<file path="src/bounded_substring_search_macros.svh">
// Assertion macros for the substring search RTL
`ifndef BOUNDED_SUBSTRING_SEARCH_MACROS_SVH
`define BOUNDED_SUBSTRING_SEARCH_MACROS_SVH
`ifndef SYNTH
`define BSS_ASSERT(label, clk, rst_n, prop, msg) \
    label: assert property (@(posedge clk) disable iff (!rst_n) prop) else $error(msg);
`define BSS_ASSERT_NEXT(label, clk, rst_n, ante, cons, msg) \
    label: assert property (@(posedge clk) disable iff (!rst_n) (ante) |=> (cons)) \
        else $error(msg);
`else
`define BSS_ASSERT(label, clk, rst_n, prop, msg)
`define BSS_ASSERT_NEXT(label, clk, rst_n, ante, cons, msg)
`endif
`endif

</file>
<file path="src/bss_pkg.sv">
// Shared types and constants of the bounded substring search
package bss_pkg;

    localparam int PATTERN_MAX_DEF    = 8;
    localparam int POSITION_WIDTH_DEF = 16;

    localparam int LEN_W   = 4;
    localparam int LIMIT_W = 16;
    localparam int CNT_W   = 17;
    localparam int PAT_W   = 64;

    localparam logic [1:0] MODE_FIRST_END   = 2'd0;
    localparam logic [1:0] MODE_FIRST_START = 2'd1;
    localparam logic [1:0] MODE_LAST_END    = 2'd2;

    localparam logic [1:0] CFG_PATTERN = 2'd0;
    localparam logic [1:0] CFG_LENGTH  = 2'd1;
    localparam logic [1:0] CFG_LIMIT   = 2'd2;
    localparam logic [1:0] CFG_MODE    = 2'd3;

    typedef logic [7:0] t_byte;

    typedef struct packed {
        logic shift;
        logic clear;
    } t_cell_ctl;

endpackage

</file>
<file path="src/bss_cell.sv">
// One window cell: holds a byte, passes it on, compares against its pattern byte
module bss_cell (
    input  logic              i_clk,
    input  logic              i_rst_n,
    input  bss_pkg::t_cell_ctl i_ctl,
    input  bss_pkg::t_byte    i_byte,
    input  bss_pkg::t_byte    i_pat,
    output bss_pkg::t_byte    o_byte,
    output logic              o_eq
);
    import bss_pkg::*;

    t_byte r_byte;
    t_byte n_byte;
    t_byte shifted;

    assign shifted = i_ctl.shift ? i_byte : r_byte;
    assign o_eq    = (shifted == i_pat);
    assign o_byte  = r_byte;

    always_comb begin
        n_byte = shifted;
        if (i_ctl.clear) begin
            n_byte = '0;
        end
    end

    always_ff @(posedge i_clk) begin
        if (!i_rst_n) begin
            r_byte <= '0;
        end else begin
            r_byte <= n_byte;
        end
    end

endmodule

</file>
<file path="src/bss_out_buf.sv">
// Output register with a skid stage for the result channel
module bss_out_buf #(
    parameter int W = 18
) (
    input  logic         i_clk,
    input  logic         i_rst_n,
    input  logic         i_load,
    input  logic [W-1:0] i_data,
    input  logic         i_stall,
    output logic         o_full,
    output logic         o_valid,
    output logic [W-1:0] o_data
);

    logic         r_valid;
    logic         r_skid_valid;
    logic [W-1:0] r_data;
    logic [W-1:0] r_skid;

    always_ff @(posedge i_clk) begin
        if (!i_rst_n) begin
            r_valid      <= 1'b0;
            r_skid_valid <= 1'b0;
        end else if (r_skid_valid) begin
            if (!i_stall) begin
                r_skid_valid <= 1'b0;
            end
        end else if (i_load) begin
            if (r_valid && i_stall) begin
                r_skid_valid <= 1'b1;
            end else begin
                r_valid <= 1'b1;
            end
        end else if (!i_stall) begin
            r_valid <= 1'b0;
        end
    end

    always_ff @(posedge i_clk) begin
        if (r_skid_valid) begin
            if (!i_stall) begin
                r_data <= r_skid;
            end
        end else if (i_load) begin
            if (r_valid && i_stall) begin
                r_skid <= i_data;
            end else begin
                r_data <= i_data;
            end
        end
    end

    assign o_full  = r_skid_valid;
    assign o_valid = r_valid;
    assign o_data  = r_data;

endmodule

</file>
<file path="src/bounded_substring_search.sv">
// Top level of the bounded substring search
//
// Bytes of a buffer arrive on the input channel (i_in_valid / o_in_stall),
// one transfer per byte with i_last_byte marking the final one; a zero byte
// also closes the buffer and is not counted. Results leave on the output
// channel (o_out_valid / i_out_stall) as o_position and o_found.
// Configuration registers are written through i_cfg_valid / o_cfg_ready with
// i_cfg_index and i_cfg_data; ready is always high.
// Throughput: one byte per cycle while o_in_stall is low. The window is a row
// of PATTERN_MAX cells that shift on every accepted nonzero byte and compare
// in parallel, so a result is registered in the cycle its byte is accepted
// and leaves through the output register. Each buffer gives exactly one
// result: at the first accepted match (first-match modes) or at the close.
// When the receiver stalls, the output register holds and a skid stage takes
// one more result; o_in_stall rises only while that skid stage is full.
// Reset (synchronous, active low) clears the window, the byte count, the
// configuration registers and the valid flags of both output stages.
module bounded_substring_search #(
    parameter int PATTERN_MAX    = bss_pkg::PATTERN_MAX_DEF,
    parameter int POSITION_WIDTH = bss_pkg::POSITION_WIDTH_DEF
) (
    input  logic                             i_clk,
    input  logic                             i_rst_n,
    input  logic                             i_cfg_valid,
    output logic                             o_cfg_ready,
    input  logic [1:0]                       i_cfg_index,
    input  logic [bss_pkg::PAT_W-1:0]        i_cfg_data,
    input  logic                             i_in_valid,
    output logic                             o_in_stall,
    input  logic [7:0]                       i_data_byte,
    input  logic                             i_last_byte,
    output logic                             o_out_valid,
    input  logic                             i_out_stall,
    output logic signed [POSITION_WIDTH:0]   o_position,
    output logic                             o_found
);
    import bss_pkg::*;

    `include "bounded_substring_search_macros.svh"

    localparam int PW = POSITION_WIDTH;
    localparam int RW = PW + 2;
    localparam logic [32:0] POS_MAX = (33'(1) << PW) - 33'(1);

    function automatic logic [PW-1:0] sat_pos(input logic [CNT_W-1:0] v);
        logic [32:0] w;
        w = 33'(v);
        if (w > POS_MAX) begin
            return {PW{1'b1}};
        end
        return w[PW-1:0];
    endfunction

    function automatic logic [PW:0] minus_one(input logic [CNT_W-1:0] v);
        logic [CNT_W-1:0] d;
        d = v - CNT_W'(1);
        if (v == '0) begin
            return {(PW+1){1'b1}};
        end
        return {1'b0, sat_pos(d)};
    endfunction

    logic [PAT_W-1:0]   r_pattern;
    logic [LEN_W-1:0]   r_len;
    logic [LIMIT_W-1:0] r_limit;
    logic [1:0]         r_mode;
    logic [CNT_W-1:0]   r_count;
    logic [PW-1:0]      r_last_end;
    logic               r_match_seen;
    logic               r_reported;

    logic [CNT_W-1:0]   n_count;
    logic [PW-1:0]      n_last_end;
    logic               n_match_seen;
    logic               n_reported;

    logic [LEN_W-1:0]   len_cap;
    logic [LEN_W-1:0]   eff_len;
    logic               zero_seen;

    logic               in_fire;
    logic               byte_nz;
    logic               shift;
    logic               close;
    t_cell_ctl          cell_ctl;

    t_byte              win [PATTERN_MAX];
    t_byte              pat_sel [PATTERN_MAX];
    logic [PATTERN_MAX-1:0] eq;
    logic [PATTERN_MAX-1:0] mask;

    logic               hit;
    logic               ok;
    logic               mode_last;
    logic               mode_start;
    logic               match_rep;
    logic               close_rep;
    logic               seen_now;
    logic [PW-1:0]      last_end_now;
    logic [CNT_W-1:0]   cnt_inc;
    logic [CNT_W-1:0]   cnt_now;
    logic [CNT_W-1:0]   cnt_lim;
    logic [CNT_W-1:0]   start_pos;
    logic [PW:0]        res_pos;
    logic               res_found;
    logic               load;
    logic [RW-1:0]      out_data;

    // configuration
    assign o_cfg_ready = 1'b1;

    always_ff @(posedge i_clk) begin
        if (!i_rst_n) begin
            r_pattern <= '0;
            r_len     <= '0;
            r_limit   <= '0;
            r_mode    <= MODE_FIRST_END;
        end else if (i_cfg_valid && o_cfg_ready) begin
            case (i_cfg_index)
                CFG_PATTERN: r_pattern <= i_cfg_data;
                CFG_LENGTH:  r_len     <= i_cfg_data[LEN_W-1:0];
                CFG_LIMIT:   r_limit   <= i_cfg_data[LIMIT_W-1:0];
                CFG_MODE:    r_mode    <= i_cfg_data[1:0];
                default: begin
                end
            endcase
        end
    end

    // effective pattern length: clamp, then stop at the first zero byte
    always_comb begin
        len_cap   = (r_len > LEN_W'(PATTERN_MAX)) ? LEN_W'(PATTERN_MAX) : r_len;
        eff_len   = len_cap;
        zero_seen = 1'b0;
        for (int k = 0; k < PATTERN_MAX; k++) begin
            if (!zero_seen && (LEN_W'(k) < len_cap) && (r_pattern[8*k +: 8] == 8'd0)) begin
                eff_len   = LEN_W'(k);
                zero_seen = 1'b1;
            end
        end
    end

    assign in_fire = i_in_valid && !o_in_stall;
    assign byte_nz = |i_data_byte;
    assign shift   = in_fire && byte_nz;
    assign close   = in_fire && (!byte_nz || i_last_byte);

    assign cell_ctl.shift = shift;
    assign cell_ctl.clear = close;

    // window cells
    for (genvar j = 0; j < PATTERN_MAX; j++) begin : g_cell
        logic [2:0] idx;
        assign idx        = 3'(eff_len - LEN_W'(j) - LEN_W'(1));
        assign pat_sel[j] = r_pattern[8*idx +: 8];
        assign mask[j]    = LEN_W'(j) < eff_len;

        if (j == 0) begin : g_head
            bss_cell u_cell (
                .i_clk   (i_clk),
                .i_rst_n (i_rst_n),
                .i_ctl   (cell_ctl),
                .i_byte  (i_data_byte),
                .i_pat   (pat_sel[j]),
                .o_byte  (win[j]),
                .o_eq    (eq[j])
            );
        end else begin : g_body
            bss_cell u_cell (
                .i_clk   (i_clk),
                .i_rst_n (i_rst_n),
                .i_ctl   (cell_ctl),
                .i_byte  (win[j-1]),
                .i_pat   (pat_sel[j]),
                .o_byte  (win[j]),
                .o_eq    (eq[j])
            );
        end
    end

    // match and result selection
    assign cnt_inc    = (&r_count) ? r_count : r_count + CNT_W'(1);
    assign cnt_now    = shift ? cnt_inc : r_count;
    assign start_pos  = cnt_inc - CNT_W'(eff_len);
    assign hit        = shift && (eff_len != '0) && (&(eq | ~mask));
    assign ok         = hit && (start_pos < CNT_W'(r_limit));
    assign mode_last  = (r_mode == MODE_LAST_END);
    assign mode_start = (r_mode == MODE_FIRST_START);
    assign match_rep  = ok && !mode_last && !r_reported;
    assign close_rep  = close && !r_reported && !match_rep;
    assign seen_now   = r_match_seen || (ok && mode_last);
    assign last_end_now = (ok && mode_last) ? sat_pos(cnt_inc) : r_last_end;
    assign cnt_lim    = (cnt_now < CNT_W'(r_limit)) ? cnt_now : CNT_W'(r_limit);
    assign load       = match_rep || close_rep;

    always_comb begin
        res_found = 1'b0;
        if (match_rep) begin
            res_found = 1'b1;
            res_pos   = mode_start ? minus_one(start_pos) : {1'b0, sat_pos(cnt_inc)};
        end else if (eff_len == '0) begin
            res_pos   = mode_start ? {(PW+1){1'b1}} : '0;
        end else if (mode_last && seen_now) begin
            res_found = 1'b1;
            res_pos   = {1'b0, last_end_now};
        end else begin
            res_pos   = mode_start ? minus_one(cnt_lim) : {1'b0, sat_pos(cnt_lim)};
        end
    end

    always_comb begin
        n_count      = r_count;
        n_last_end   = r_last_end;
        n_match_seen = r_match_seen;
        n_reported   = r_reported;
        if (close) begin
            n_count      = '0;
            n_last_end   = '0;
            n_match_seen = 1'b0;
            n_reported   = 1'b0;
        end else if (shift) begin
            n_count      = cnt_inc;
            n_last_end   = last_end_now;
            n_match_seen = seen_now;
            n_reported   = r_reported || match_rep;
        end
    end

    always_ff @(posedge i_clk) begin
        if (!i_rst_n) begin
            r_count      <= '0;
            r_last_end   <= '0;
            r_match_seen <= 1'b0;
            r_reported   <= 1'b0;
        end else begin
            r_count      <= n_count;
            r_last_end   <= n_last_end;
            r_match_seen <= n_match_seen;
            r_reported   <= n_reported;
        end
    end

    // result output
    bss_out_buf #(
        .W (RW)
    ) u_out_buf (
        .i_clk   (i_clk),
        .i_rst_n (i_rst_n),
        .i_load  (load),
        .i_data  ({res_pos, res_found}),
        .i_stall (i_out_stall),
        .o_full  (o_in_stall),
        .o_valid (o_out_valid),
        .o_data  (out_data)
    );

    assign o_position = $signed(out_data[RW-1:1]);
    assign o_found    = out_data[0];

    `BSS_ASSERT(a_stall_needs_result, i_clk, i_rst_n, o_in_stall |-> o_out_valid, "input stalled with no result held")
    `BSS_ASSERT_NEXT(a_close_clears, i_clk, i_rst_n, close, (r_count == '0 && !r_reported && !r_match_seen), "buffer state not cleared after close")
    `BSS_ASSERT(a_seen_needs_bytes, i_clk, i_rst_n, r_match_seen |-> (r_count != '0), "match recorded with empty byte count")

endmodule
</file>
<file path="config.mk">
export PLATFORM = sky130hd
export DESIGN_NAME = bounded_substring_search
export DESIGN_NICKNAME = d
export VERILOG_FILES = /design/src/bss_pkg.sv /design/src/bss_cell.sv /design/src/bss_out_buf.sv /design/src/bounded_substring_search.sv
export VERILOG_INCLUDE_DIRS = /design/src /design/src/src
export SDC_FILE = /design/constraint.sdc
export NUM_CORES = 1
export LEC_CHECK = 0
export BUFFER_PORTS_ARGS = -buffer_cell sky130_fd_sc_hd__buf_2
export CAP_MARGIN = 20
export CORE_MARGIN = 5
export CORE_UTILIZATION = 60
export CTS_BUF_LIST = sky130_fd_sc_hd__clkbuf_4 sky130_fd_sc_hd__clkbuf_8
export CTS_CLUSTER_SIZE = 40
export DETAILED_ROUTE_END_ITERATION = 10
export MAX_ROUTING_LAYER = met4
export PLACE_DENSITY = 0.76
export SYNTH_ARGS = -nofsm -noshare
export SYNTH_HDL_FRONTEND = slang
export SYNTH_HIERARCHICAL = 1
export SYNTH_SLANG_ARGS = --single-unit
</file>
<file path="constraint.sdc">
create_clock -name i_clk -period 9.8 [get_ports i_clk]
set_input_delay 2.45 -clock i_clk [delete_from_list [all_inputs] [get_ports i_clk]]
set_output_delay 2.45 -clock i_clk [all_outputs]
set_load 0.01 [all_outputs]
</file>
=== Word-level counts from Yosys, hierarchy flattened ===
Cells that the tools add are included.

* Register bits after elaboration: 223
* Input port bits: 80

* Add/subtract/negate cells: 18
* Order comparisons: 23
* Equal/unequal tests: 17
* Shift operators: 8
* Multiplexer cells: 81
* Bitwise gates (word level): 4
* Reduce and logical (&&, ||, !) cells: 69

{| class="wikitable"
|+ Operators by type and width
! kind !! count
|-
| $shiftx 64x7->8 || 8
|-
| $mux 17 || 13
|-
| $mux 16 || 10
|-
| $mux 18 || 4
|-
| $gt 17x16->1 const B || 4
|-
| $eq 8x8->1 || 8
|-
| $logic_not 8->1 || 8
|-
| $mux 8 || 8
|-
| $mux 1 || 37
|-
| $mux 4 || 9
|-
| $logic_not 17->1 || 2
|-
| $lt 17x16->1 || 2
|-
| $sub 17x1->17 const B || 2
|-
| $lt 3x4->1 const A || 8
|-
| $logic_and 1x1->1 || 28
|-
| $sub 3x1->3 const B || 8
|-
| $add 17x1->17 const B || 1
|-
| $reduce_and 17->1 || 1
|-
| $sub 17x4->17 || 1
|-
| $lt 1x4->1 const A || 4
|-
| $lt 2x4->1 const A || 4
|-
| $logic_not 1->1 || 12
|-
| $sub 3x3->3 const B || 4
|-
| $reduce_and 3->1 || 3
|-
| other kinds (18) || 31
|}

=== Logic depth before layout (Yosys ltp) ===
* Word-level depth: 60
* Depth in mapped cells: 31
* Mapped depth without buffers: 28

=== Hierarchy ===
The synthesis kept the hierarchy.

{| class="wikitable"
|+ By module, submodules not included
! module !! instances !! cells an instance !! area each (µm²)
|-
| bounded_substring_search || 1 || 1439 || 11253.3
|-
| bss_cell || 8 || 38 || 377.9
|-
| bss_out_buf || 1 || 68 || 1476.4
|}

=== Worst setup path after synthesis ===
OpenSTA, ideal clock, no wires.

* Path type: in2reg
* From: in i_data_byte[5]
* To: reg u_out_buf.r_data[15] (netlist: u_out_buf/o_data[15]) (data pin)
* Data arrival time: 8.429 ns
* Required time: 9.671 ns
* Path slack: 1.242 ns
* Stages on the path: 28
* Path buffers: 4
* Cells stage by stage: or4_1 o21ai_1 buf_2 inv_1 o21ai_0 nor3b_1 or2_2 ha_1 nand4_1 or4_1 a211oi_1 o311a_1 clkbuf_1 or2_1 buf_2 clkbuf_1 nor2_1 a21oi_1 ha_1 nand2_1 or3_1 a2bb2oi_1 a2111oi_1 xnor2_1 nor2_1 o41a_1 a221oi_2 mux2_4

* Word-level cells in the longest chain between the ends: 21
* Elaborated cells between the ends (all ways): 59

{| class="wikitable"
|+ RTL lines
! item !! RTL line !! text
|-
| from (decl) || bounded_substring_search.sv:30 || <nowiki>input logic [7:0] i_data_byte,</nowiki>
|-
| $reduce_or 8->1 (*) || bounded_substring_search.sv:144 || <nowiki>assign byte_nz = |i_data_byte;</nowiki>
|-
| $logic_and 1x1->1 (*) || bounded_substring_search.sv:145 || <nowiki>assign shift = in_fire && byte_nz;</nowiki>
|-
| net shift || bounded_substring_search.sv:83 || <nowiki>logic shift;</nowiki>
|-
| $mux 17 (*) || n/a ||
|-
| net cnt_now[9] || bounded_substring_search.sv:101 || <nowiki>logic [CNT_W-1:0] cnt_now;</nowiki>
|-
| $lt 17x16->1 || bounded_substring_search.sv:193 || <nowiki>assign cnt_lim = (cnt_now < CNT_W'(r_limit)) ? cnt_now : CNT_W'(r_limit);</nowiki>
|-
| $mux 17 (*) || bounded_substring_search.sv:193 ||
|-
| $sub 17x1->17 || bounded_substring_search.sv:56 || <nowiki>d = v - CNT_W'(1);</nowiki>
|-
| [... 8 more ...] || n/a ||
|-
| $mux 17 (*) || bounded_substring_search.sv:207 || <nowiki>res_pos = mode_start ? minus_one(cnt_lim) : {1'b0, sat_pos(cnt_lim)};</nowiki>
|-
| $mux 17 (*) || bounded_substring_search.sv:203 || <nowiki>end else if (mode_last && seen_now) begin</nowiki>
|-
| $mux 17 (*) || bounded_substring_search.sv:201 || <nowiki>end else if (eff_len == '0) begin</nowiki>
|-
| $mux 17 (*) || bounded_substring_search.sv:198 || <nowiki>if (match_rep) begin</nowiki>
|-
| net res_pos[14] || bounded_substring_search.sv:104 || <nowiki>logic [PW:0] res_pos;</nowiki>
|-
| $mux 18 (*) || bss_out_buf.sv:45 || <nowiki>if (r_valid && i_stall) begin</nowiki>
|-
| $mux 18 (*) || bss_out_buf.sv:44 || <nowiki>end else if (i_load) begin</nowiki>
|-
| $mux 18 (*) || bss_out_buf.sv:40 || <nowiki>if (r_skid_valid) begin</nowiki>
|-
| to (signal assigned) || bss_out_buf.sv:42 || <nowiki>r_data <= r_skid;</nowiki>
|-
| to (signal assigned) || bss_out_buf.sv:48 || <nowiki>r_data <= i_data;</nowiki>
|-
| to (decl) || bss_out_buf.sv:17 || <nowiki>logic [W-1:0] r_data;</nowiki>
|}

Mark *: on every way through the listed nets, which the timed path passes. The rest lies on a longest branch. The select of a mux whose other input is x is not followed.
A chain may end at the register's enable or synchronous reset.

=== Worst setup path in the final report ===
* From: reg r_count[0]
* To: reg u_out_buf.r_data[4] (netlist: u_out_buf/o_data[4]) (data pin)

* Word-level cells in the longest chain between the ends: 21
* Elaborated cells between the ends (all ways): 58

{| class="wikitable"
|+ RTL lines
! item !! RTL line !! text
|-
| from (decl) || bounded_substring_search.sv:67 || <nowiki>logic [CNT_W-1:0] r_count;</nowiki>
|-
| from (signal assigned) || bounded_substring_search.sv:236 || <nowiki>r_count <= n_count;</nowiki>
|-
| $add 17x1->17 or $reduce_and 17->1 (tied branches) || bounded_substring_search.sv:182 || <nowiki>assign cnt_inc = (&r_count) ? r_count : r_count + CNT_W'(1);</nowiki>
|-
| $mux 17 || bounded_substring_search.sv:182 ||
|-
| $mux 17 || n/a ||
|-
| $lt 17x16->1 || bounded_substring_search.sv:193 ||
|-
| $mux 17 || bounded_substring_search.sv:193 ||
|-
| $sub 17x1->17 || bounded_substring_search.sv:56 ||
|-
| $gt 17x16->1 || bounded_substring_search.sv:48 || <nowiki>if (w > POS_MAX) begin</nowiki>
|-
| $mux 1 || bounded_substring_search.sv:48 ||
|-
| [... 6 more ...] || n/a ||
|-
| $mux 17 || bounded_substring_search.sv:207 ||
|-
| $mux 17 || bounded_substring_search.sv:203 ||
|-
| $mux 17 || bounded_substring_search.sv:201 ||
|-
| $mux 17 (*) || bounded_substring_search.sv:198 ||
|-
| net res_pos[3] || bounded_substring_search.sv:104 ||
|-
| $mux 18 (*) || bss_out_buf.sv:45 ||
|-
| $mux 18 (*) || bss_out_buf.sv:44 ||
|-
| $mux 18 (*) || bss_out_buf.sv:40 ||
|}

Marks and branches as above.

==> run summary <==
Status: finished clean
Layout Nets: 1992
GPL Wtd Cong: 1.08
Worst skew pair latency: 570 ps
Dominant synthesized flop cell: dfxtp_1
GRT Total Usage: 34.3%
Reg power frac: 35.1%
Row Count: 59
Setup bufs post-CTS: 0
Grt total ovfl: 0
Chip Height: 172 microns
Antenna Cells: 0
Via count: 14066
Setup_tns: 0 ps
R2R Setup Slk: 1070 ps
FF+latch count, synth: 223
NetSw: 926 uW
Top cells by area, synth: dfxtp_1 24%, mux2i_1 13%, edfxtp_1 6.9%
Layout area overhead: 9.13%
EDFF count, synth: 36
Synth cell types: 95
Total of max-cap violations: 0
Vias per std cell: 6.31
Share of cells above drive strength 1: 16.4%
Power per Cell Area: 162 mW/mm^2
Filler cells: 2219
P_int: 1860 uW
FFs w/ async S/R, synth: 0%
Multi-input gate area: 0.0102 sq mm
Placed Cells: 2164
CTS tree: built
Peak Freq: 115 MHz
Post-DR wirelength/cell: 22.6 microns
1st-iter DRT viols: 1300
Clock slew at reported path FFs: 70 ps
Chip Width: 172 microns
CTS buffer count: 38
Nature of the critical path startpoint: flop
Leading area contributor after synthesis: dfxtp_1
Worst Tran Pin Value: 1100 ps
Pleak: 0.00679 uW
Worst path arrival time: 9150 ps
Crit end category: flop
Cells after Synth: 1811
Period utilisation layout: 89.1%
Largest net degree at the start of global routing: 88
Sw Ratio: 33.2%
Port bufs: 99
Peak fanout along the critical path: 15
DRT Wirelength: 50.4 mm
CTS root buffer: clkbuf_8
FF+latch area: 0.00482 sq mm
Min Clock Period, post-route: 8730 ps
CTS Buffer Depth: 3
Core box area: 0.0260 sq mm
VDD IR-drop max: 0.000162 V
Final slew viol count: 0
Clock share of power: 34.2%
Final Setup Violations: 0
Power after layout: 2790 uW
Post-synth top area share: 23.8%
Post-detail-place hpwl: 39.0 mm
Post-Layout Cell Count: 2229
Initial antenna violation count: 0
Slew HR: 26.4%
Worst hold path type: reg2reg
RSZ-0062 raised after global routing: no
DR DRC count: 0
Post-synthesis sequential area ratio: 30.6%
Worst path required time: 10220 ps
Post-Place Worst Slack: 753 ps
Die area: 0.0296 sq mm
Cell Area, Synth: 0.0158 sq mm
Detailed Routing Iterations Pass 1: 6
# clock sinks: 223
Gate power share: 30.7%
First-pass GRT wire length: 76.8 mm
Post-Syn Area per Cell: 8.70 sq um
Final hold vios: 0
Synthesized Nets: 1934
Initial core utilization: 60.6%
H-tree Lvls: 2
Remaining antenna violation count: 0
I/O pins: 101
Final WS setup: 1070 ps
Vias in the first global route: 13656
Clock skew: 30.6 ps
Hold Buf Count CTS: 0
WS Path Type: reg2reg
Synthesis Warnings: 6
Cts repair resizes: 0
## stage by stage
step | cell area (sq um) | utilization [%] | hold slack (ps)
finish | 17200 | 66.2 | 471
global route | 17200 | 66.2 | 506
CTS | 17200 | 66.2 | 471
detailed placement | 16300 | 62.9 | 463
global placement | 16300 | 62.9 | 458
floorplan | 15800 | - | 443
## worst max-delay path, cell delays in order (launching register included)
cell       delay (ps)
dfxtp_1           670
ha_1              470
nand3_1           450
or4_1             670
nor2_1            460
nor2_1            110
nor2_1            240
ha_1              340
nor2b_1           180
o21ai_0           460
nor2b_1           250
nand4_1           240
nor4_4            340
xnor2_1           350
ha_1              360
nand3_1            80
nor2_1             60
a2111o_1          400
o221ai_1          250
o2111a_1          280
o211a_1           430
o21ai_1           330
nand2_1           330
nor3_1            100
a2111oi_1         480
mux2_4            230
## layout by cell type, fill, tap and decap left out, drive strengths merged, types with 7 or more instances in the layout
cell and n:
nand2 229, mux2i 200, nor2 193, dfxtp 187
buf 123, a21boi 85, xor2 84, mux2 77
inv 53, o21ai 53, clkbuf 50, xnor2 42
ha 42, a21oi 42, edfxtp 36, nand3 35
nor4 35, nand4 30, nor3 28, nor2b 25
a211oi 18, nand2b 16, or3 15, and3 13
o211ai 11, a31oi 10, or4 9, a311oi 9
clkinv 9, or2 9, mux4 8, o21a 8
and2 7
## area by class of cell
type	instances	area share (%)
inverter	52	1.14
clock inverter	15	1.27
multi-input combinational	1431	59.5
timing repair buffer	123	3.93
sequential	223	28.1
tap	335	2.44
clock buffer	50	3.68
## flip-flops by register name (all words and copies together), names as in the netlist
name / count
g_cell.g_body.u_cell/o_byte: 56
g_cell.g_head.u_cell/o_byte: 8
r_count: 17
r_last_end: 16
r_len: 4
r_limit: 16
r_match_seen: 1
r_mode: 2
r_pattern: 64
r_reported: 1
u_out_buf/o_data: 18
u_out_buf/o_full: 1
u_out_buf/o_valid: 1
u_out_buf/r_skid: 18
## cells in the mapped netlist, types with 7 or more instances
cell,number
ha_1,42
nor2b_1,25
a311oi_1,9
nand3_1,33
buf_2,13
inv_1,52
xnor2_1,42
nor2_1,193
a31oi_1,10
nand4_1,30
a211oi_1,17
nor4_1,32
clkbuf_1,59
xor2_1,83
and2_1,7
dfxtp_1,187
a21oi_1,40
buf_6,12
nand2_1,227
and3_1,13
mux4_2,8
or2_2,7
o211ai_1,10
nor3_1,26
mux2_2,62
or4_1,9
or3_1,15
mux2i_1,199
buf_1,14
mux2_4,15
edfxtp_1,36
a21boi_0,83
nand2b_1,16
o21ai_0,50
o21a_1,7
## power by group through the flow
stage | Clock, uW | Combinational [uW] | Sequential [uW]
global placement | 0 | 824 | 998
CTS | 967 | 839 | 979
finish | 956 | 856 | 980
global route | 1010 | 921 | 981
floorplan | 0 | 625 | 992
detailed placement | 0 | 836 | 999
## logic make-up (layout without fill, tap and decap cells)
group | Yosys count | after routing | share of synthesized area, %
AO/OA/AOI/OAI | 306 | 306 | 14.0
XOR/XNOR | 126 | 126 | 7.05
adder cells (fa/ha/maj) | 43 | 43 | 3.46
buffers and inverters | 157 | 240 | 4.65
flip-flops | 223 | 223 | 30.6
multiplexers | 285 | 285 | 19.8
other | 1 | 1 | 0.0238
AND/OR/NAND/NOR | 670 | 670 | 20.4
## per-layer routing
metal	global-route usage (%)	wire, microns	vias to the layer above
met3	4.14	2820	192
met2	57.0	24400	628
met1	39.9	19700	6648
met4	20.1	3530	0
li1	-	-	6598
met5	-	0	-
## worst paths after layout
check,to,depth (start not counted),from
min reg2reg,r_limit[10]$_SDFFE_PN0P_,2,r_limit[10]$_SDFFE_PN0P_
max reg2reg,u_out_buf/o_data[4]$_DFFE_PP_,25,r_count[0]$_SDFF_PP0_
min,r_limit[10]$_SDFFE_PN0P_,2,r_limit[10]$_SDFFE_PN0P_
max,u_out_buf/o_data[4]$_DFFE_PP_,25,r_count[0]$_SDFF_PP0_
Power figures use the tool's default switching activity.
